File: config.mk
export PLATFORM = sky130hd
export DESIGN_NAME = cordic_cartesian_to_polar
export DESIGN_NICKNAME = d
export VERILOG_FILES = /design/src/rtl/core/cc2p_pkg.sv /design/src/rtl/core/cordic_cartesian_to_polar.sv /design/src/rtl/core/cc2p_prerot.sv /design/src/rtl/core/cc2p_cell.sv /design/src/rtl/core/cc2p_gain.sv
export SDC_FILE = /design/constraint.sdc
export NUM_CORES = 2
export LEC_CHECK = 0
export BUFFER_PORTS_ARGS = -buffer_cell sky130_fd_sc_hd__buf_2
export CAP_MARGIN = 20
export CORE_ASPECT_RATIO = 1.1
export CORE_MARGIN = 4
export CORE_UTILIZATION = 59
export DETAILED_ROUTE_END_ITERATION = 10
export PLACE_DENSITY_LB_ADDON = 0.15
export SLEW_MARGIN = 20
export SYNTH_ARGS = -nofsm -noshare
export SYNTH_HDL_FRONTEND = slang
export SYNTH_SLANG_ARGS = --single-unit
export TNS_END_PERCENT = 50
File: constraint.sdc
create_clock -name clk -period 17.15 [get_ports clk]
set_input_delay 5.145 -clock clk [delete_from_list [all_inputs] [get_ports clk]]
set_output_delay 5.145 -clock clk [all_outputs]
set_load 0.05 [all_outputs]
File: src/rtl/core/cc2p_pkg.sv
// Package holding the types, widths and constants of the Cartesian-to-polar CORDIC.
`timescale 1ns / 1ps
package cc2p_pkg;

  localparam int DATA_W   = 16;
  localparam int ANGLE_W  = 16;
  localparam int INT_W    = DATA_W + 2;
  localparam int MAX_ITER = 16;
  localparam int GAIN_W   = 17;
  localparam int GAIN_FRAC = 16;
  localparam int PROD_W   = INT_W + GAIN_W;

  localparam logic [GAIN_W-1:0] GAIN_Q16 = GAIN_W'(39796);
  localparam logic signed [ANGLE_W-1:0] HALF_PI = ANGLE_W'(12867);

  localparam logic signed [ANGLE_W-1:0] ATAN_TABLE [MAX_ITER] = '{
    ANGLE_W'(6433), ANGLE_W'(3798), ANGLE_W'(2006), ANGLE_W'(1018),
    ANGLE_W'(511),  ANGLE_W'(255),  ANGLE_W'(127),  ANGLE_W'(63),
    ANGLE_W'(31),   ANGLE_W'(15),   ANGLE_W'(7),    ANGLE_W'(3),
    ANGLE_W'(1),    ANGLE_W'(0),    ANGLE_W'(0),    ANGLE_W'(0)
  };

  typedef struct packed {
    logic signed [DATA_W-1:0] x_coord;
    logic signed [DATA_W-1:0] y_coord;
  } cc2p_in_t;

  typedef struct packed {
    logic        [DATA_W-1:0]  radius;
    logic signed [ANGLE_W-1:0] angle;
  } cc2p_out_t;

  typedef struct packed {
    logic signed [INT_W-1:0]   x;
    logic signed [INT_W-1:0]   y;
    logic signed [ANGLE_W-1:0] z;
  } cc2p_vec_t;

endpackage

File: src/rtl/core/cordic_cartesian_to_polar.sv
// Top level: CORDIC vectoring chain from (x, y) to (radius, angle).
// Throughput: one beat per cycle while in_stall is low; every cell of the chain advances in each such cycle.
// A skid register behind the output register holds one beat while out_stall is high;
// the chain freezes only while that skid register is full.
// Reset: synchronous active-low rst_n clears all valid bits and the skid flag.
`timescale 1ns / 1ps
module cordic_cartesian_to_polar import cc2p_pkg::*; #(
  parameter int ITERATIONS = 16
) (
  input  logic      clk,
  input  logic      rst_n,
  input  logic      in_valid,
  output logic      in_stall,
  input  cc2p_in_t  in_data,
  output logic      out_valid,
  input  logic      out_stall,
  output cc2p_out_t out_data
);

  logic      stg_v [ITERATIONS+1];
  cc2p_vec_t stg_d [ITERATIONS+1];

  logic      tail_v;
  cc2p_out_t tail_d;
  logic      en;

  logic      out_valid_r;
  cc2p_out_t out_data_r;
  logic      skid_full_r;
  cc2p_out_t skid_r;

  assign en = !skid_full_r;

  cc2p_prerot u_prerot (
    .clk   (clk),
    .rst_n (rst_n),
    .en    (en),
    .in_v  (in_valid && !in_stall),
    .in_d  (in_data),
    .out_v (stg_v[0]),
    .out_d (stg_d[0])
  );

  for (genvar k = 0; k < ITERATIONS; k++) begin : g_cell
    cc2p_cell #(.STAGE(k)) u_cell (
      .clk   (clk),
      .rst_n (rst_n),
      .en    (en),
      .in_v  (stg_v[k]),
      .in_d  (stg_d[k]),
      .out_v (stg_v[k+1]),
      .out_d (stg_d[k+1])
    );
  end

  cc2p_gain u_gain (
    .clk   (clk),
    .rst_n (rst_n),
    .en    (en),
    .in_v  (stg_v[ITERATIONS]),
    .in_d  (stg_d[ITERATIONS]),
    .out_v (tail_v),
    .out_d (tail_d)
  );

  always_ff @(posedge clk) begin
    if (!rst_n) begin
      out_valid_r <= 1'b0;
      skid_full_r <= 1'b0;
    end else if (out_valid_r && out_stall) begin
      if (tail_v && en) begin
        skid_full_r <= 1'b1;
      end
    end else if (skid_full_r) begin
      out_valid_r <= 1'b1;
      skid_full_r <= 1'b0;
    end else begin
      out_valid_r <= tail_v;
    end
  end

  always_ff @(posedge clk) begin
    if (out_valid_r && out_stall) begin
      if (tail_v && en) begin
        skid_r <= tail_d;
      end
    end else if (skid_full_r) begin
      out_data_r <= skid_r;
    end else begin
      out_data_r <= tail_d;
    end
  end

  assign in_stall  = skid_full_r;
  assign out_valid = out_valid_r;
  assign out_data  = out_data_r;

endmodule

File: src/rtl/core/cc2p_prerot.sv
// Entry cell: quarter-turn pre-rotation and angle seed.
`timescale 1ns / 1ps
module cc2p_prerot import cc2p_pkg::*; (
  input  logic      clk,
  input  logic      rst_n,
  input  logic      en,
  input  logic      in_v,
  input  cc2p_in_t  in_d,
  output logic      out_v,
  output cc2p_vec_t out_d
);

  logic      v_r;
  cc2p_vec_t d_r;
  cc2p_vec_t d_nxt;
  logic signed [INT_W-1:0] xe;
  logic signed [INT_W-1:0] ye;

  assign xe = INT_W'(in_d.x_coord);
  assign ye = INT_W'(in_d.y_coord);

  always_comb begin
    if (!in_d.y_coord[DATA_W-1]) begin
      d_nxt.x = ye;
      d_nxt.y = -xe;
      d_nxt.z = HALF_PI;
    end else begin
      d_nxt.x = -ye;
      d_nxt.y = xe;
      d_nxt.z = -HALF_PI;
    end
  end

  always_ff @(posedge clk) begin
    if (!rst_n) begin
      v_r <= 1'b0;
    end else if (en) begin
      v_r <= in_v;
    end
  end

  always_ff @(posedge clk) begin
    if (en) begin
      d_r <= d_nxt;
    end
  end

  assign out_v = v_r;
  assign out_d = d_r;

endmodule

File: src/rtl/core/cc2p_cell.sv
// One CORDIC micro-rotation cell of the vectoring chain.
`timescale 1ns / 1ps
module cc2p_cell import cc2p_pkg::*; #(
  parameter int STAGE = 0
) (
  input  logic      clk,
  input  logic      rst_n,
  input  logic      en,
  input  logic      in_v,
  input  cc2p_vec_t in_d,
  output logic      out_v,
  output cc2p_vec_t out_d
);

  localparam logic signed [ANGLE_W-1:0] ATAN = ATAN_TABLE[STAGE];

  logic      v_r;
  cc2p_vec_t d_r;
  cc2p_vec_t d_nxt;
  logic signed [INT_W-1:0] sx;
  logic signed [INT_W-1:0] sy;

  assign sx = in_d.x >>> STAGE;
  assign sy = in_d.y >>> STAGE;

  always_comb begin
    if (!in_d.y[INT_W-1]) begin
      d_nxt.x = in_d.x + sy;
      d_nxt.y = in_d.y - sx;
      d_nxt.z = in_d.z + ATAN;
    end else begin
      d_nxt.x = in_d.x - sy;
      d_nxt.y = in_d.y + sx;
      d_nxt.z = in_d.z - ATAN;
    end
  end

  always_ff @(posedge clk) begin
    if (!rst_n) begin
      v_r <= 1'b0;
    end else if (en) begin
      v_r <= in_v;
    end
  end

  always_ff @(posedge clk) begin
    if (en) begin
      d_r <= d_nxt;
    end
  end

  assign out_v = v_r;
  assign out_d = d_r;

endmodule

File: src/rtl/core/cc2p_gain.sv
// Exit cell: gain multiply, then radius clamp to the unsigned output range.
`timescale 1ns / 1ps
module cc2p_gain import cc2p_pkg::*; (
  input  logic      clk,
  input  logic      rst_n,
  input  logic      en,
  input  logic      in_v,
  input  cc2p_vec_t in_d,
  output logic      out_v,
  output cc2p_out_t out_d
);

  localparam logic signed [PROD_W-1:0] GAIN_S = PROD_W'(GAIN_Q16);

  logic                     v_r;
  logic signed [PROD_W-1:0] prod_r;
  logic signed [PROD_W-1:0] prod_nxt;
  logic [ANGLE_W-1:0]       z_r;

  assign prod_nxt = PROD_W'(in_d.x) * GAIN_S;

  always_ff @(posedge clk) begin
    if (!rst_n) begin
      v_r <= 1'b0;
    end else if (en) begin
      v_r <= in_v;
    end
  end

  always_ff @(posedge clk) begin
    if (en) begin
      prod_r <= prod_nxt;
      z_r    <= in_d.z;
    end
  end

  always_comb begin
    priority if (prod_r[PROD_W-1]) begin
      out_d.radius = '0;
    end else if (|prod_r[PROD_W-2:GAIN_FRAC+DATA_W]) begin
      out_d.radius = '1;
    end else begin
      out_d.radius = prod_r[GAIN_FRAC+DATA_W-1:GAIN_FRAC];
    end
    out_d.angle = z_r;
  end

  assign out_v = v_r;

endmodule

==> flow_summary.yaml <==
outcome:
  outcome: "completed"
die:
  fp.dieW_microns: 341
  io_pins: 70
  die_area_sq_mm: 0.128
  std_cell_rows: 134
  coreArea_sq_mm: 0.121
  die_y_microns: 375
  start_util: 0.595
timing:
  hold_viol_final: 0
  worstMarginPinSlew_ns: 1.15
  finalCritPeriodShare: 0.377
  fin_worst_skew_ns: 0.0487
  tns_ns: 0
  fin_ws_ns: 10.68
  drv_slew: 0
  relSlewSlack: 0.233
  fmaxAchievable_mhz: 154
  period_minus_slack_ns: 6.47
  worst_hold_slack_ns: 0.412
  rsz0062_at_grt: "false"
  setup_viol: 0
grt:
  grt_util_all_layers: 0.234
  grt_antenna_before_repair: 0
  grt_max_degree: 186
  gr-total-overflow: 0
  grt_pass1_vias: 50400
  grt_pass1_wl_mm: 248
setup_path:
  crit_buf_inv: 1
  critPathSlowestCell: "edfxtp_1"
  r2r_slack_ns: 11.15
  cp-start-kind: "flop"
  max_stage_delay_ns: 0.37
  critPathKind: "reg -> out"
  crit_arrival_ns: 1.33
  crit_family: "flip-flops"
  end_kind: "output pin"
  cp_max_fo: 1
  required_ns: 12.00
  cp_cell_sequence: "buf_2"
  r2r-start: "g_cell[15].u_cell.out_d[51]"
  critPathLaunch: "out_data[3]"
detailed_routing:
  top_layer: "met4"
  drtPass1Iterations: 5
  final_antenna_net_count: 0
  drt-initial-drc-count: 2657
  met1_length_mm: 62.1
  wire_per_inst_microns: 17.2
  wl_met2_mm: 78.7
  vias: 51300
  finalWirelength_mm: 152
  route.met3.wl_mm: 4.90
  via_per_inst: 5.78
  drcViolationCount: 0
cts:
  cts_buffers: 102
  root_buffer: "clkbuf_16"
  post_cts_buffers: 0
  clock_path_buffers: 3
  postCtsResizedCells: 0
  clk_latency_ns: 0.73
  clkTransAtPathRegs_ns: 0.06
  cts_tree: "done"
  htree_levels: 3
  clock-sinks: 935
  cts_hold_buf: 0
logic_synthesis:
  synth_edf_count: 915
  synthArstFlopShare: 0
  synth_seq_cells: 935
  synthesis.area_sq_mm: 0.0722
  synth.avg_cell_area_sq_um: 10.3
  ys_warn_count: 0
  ys_types: 92
  synth_seq_area_share: 0.386
  synthFlopType: "edfxtp_1"
  synthCells: 7039
worst_hold_path:
  hp-class: "reg -> reg"
  hold_start: "g_cell[15].u_cell.out_d[4]"
finish:
  final_common_cell: "edfxtp_1"
  nNetsFinal: 8230
  area_delta_synth_final_pct: 7.94
  diodes: 0
  final_cell_mix: "edfxtp_1, ha_1, inv_1, nor2_1, xnor2_1"
  drive_above_1_share: 0.0530
placement:
  hpwl_mm: 119
  port_buffers: 68
  place_ws_ns: 10.07
  place.gp.congestion: 0.883
run:
  maxCapViolations: 0
## cell families (layout without fill, tap and decap cells)
family / after synthesis / in the layout / share of synthesized area
and+or+nand+nor: 1875 / 1875 / 0.125
AOI/OAI and AO/OA: 1543 / 1543 / 0.138
adders and majority gates: 1042 / 1042 / 0.197
DFF: 935 / 935 / 0.386
xor gates and xnor gates: 863 / 863 / 0.105
buffers and inverters: 696 / 895 / 0.0363
muxes: 83 / 83 / 0.0121
other: 2 / 3 / 0.000104
## synthesized netlist by cell type, drive strengths merged (55+ instances only)
cell | n | share of area
clkbuf | 74 | 0.0038
a21o | 151 | 0.016
inv | 604 | 0.031
xor2 | 275 | 0.033
nor2b | 98 | 0.0085
and3 | 98 | 0.0085
nor2 | 604 | 0.031
nor3 | 262 | 0.018
a31oi | 55 | 0.0050
o21bai | 79 | 0.0083
xnor2 | 588 | 0.071
fa | 153 | 0.042
or3 | 61 | 0.0053
edfxtp | 915 | 0.38
o21a | 56 | 0.0058
a21oi | 569 | 0.040
ha | 889 | 0.15
nand2b | 65 | 0.0056
o21ai | 267 | 0.019
nand2 | 322 | 0.017
nor4 | 67 | 0.0060
nand3 | 140 | 0.0097
## final timing paths
path	endpoint	cells after the start
worst min-delay path	u_gain.z_r[4]	0
worst min register to register	u_gain.z_r[4]	0
worst max-delay path	out_data[3]	1
worst max register to register	u_gain.prod_r[32]	20
## sequential cells by signal (all words and copies together), names as in the netlist
name                 flops
g_cell.u_cell.out_d    781
u_gain.z_r              15
u_gain.prod_r           19
in_stall                 1
g_cell.u_cell.out_v     16
out_data                31
out_valid                1
skid_r                  31
u_prerot.out_v           1
u_gain.out_v             1
u_prerot.out_d          38
## layout make-up
class	instances	area (sq um)
multi-input cells	5409	41700
fillers	9772	43500
clock buffers	129	2760
inverters	607	2280
flip-flops and latches	935	27900
clock inverters	62	677
well taps	1632	2040
repair buffers	97	583
## through the flow
| step | instance area, sq um | std cells | utilization |
|---|---|---|---|
| 2_1_floorplan | 72200 | 7040 | - |
| 3_3_place_gp | 74400 | 8679 | 0.613 |
| 3_5_place_dp | 74400 | 8679 | 0.613 |
| 4_1_cts | 77900 | 8870 | 0.642 |
| 5_1_grt | 77900 | 8871 | 0.642 |
| 6_report | 77900 | 8871 | 0.642 |
## routing by layer
layer  vias to the layer above  track usage
li1                      25700            -
met1                     24300        0.272
met2                       904        0.434
met3                       297       0.0266
met4                         0        0.102
met5                         -            0
Power is not shown: default switching activity piles up to over one toggle a cycle in this logic, so the estimate is an artifact.
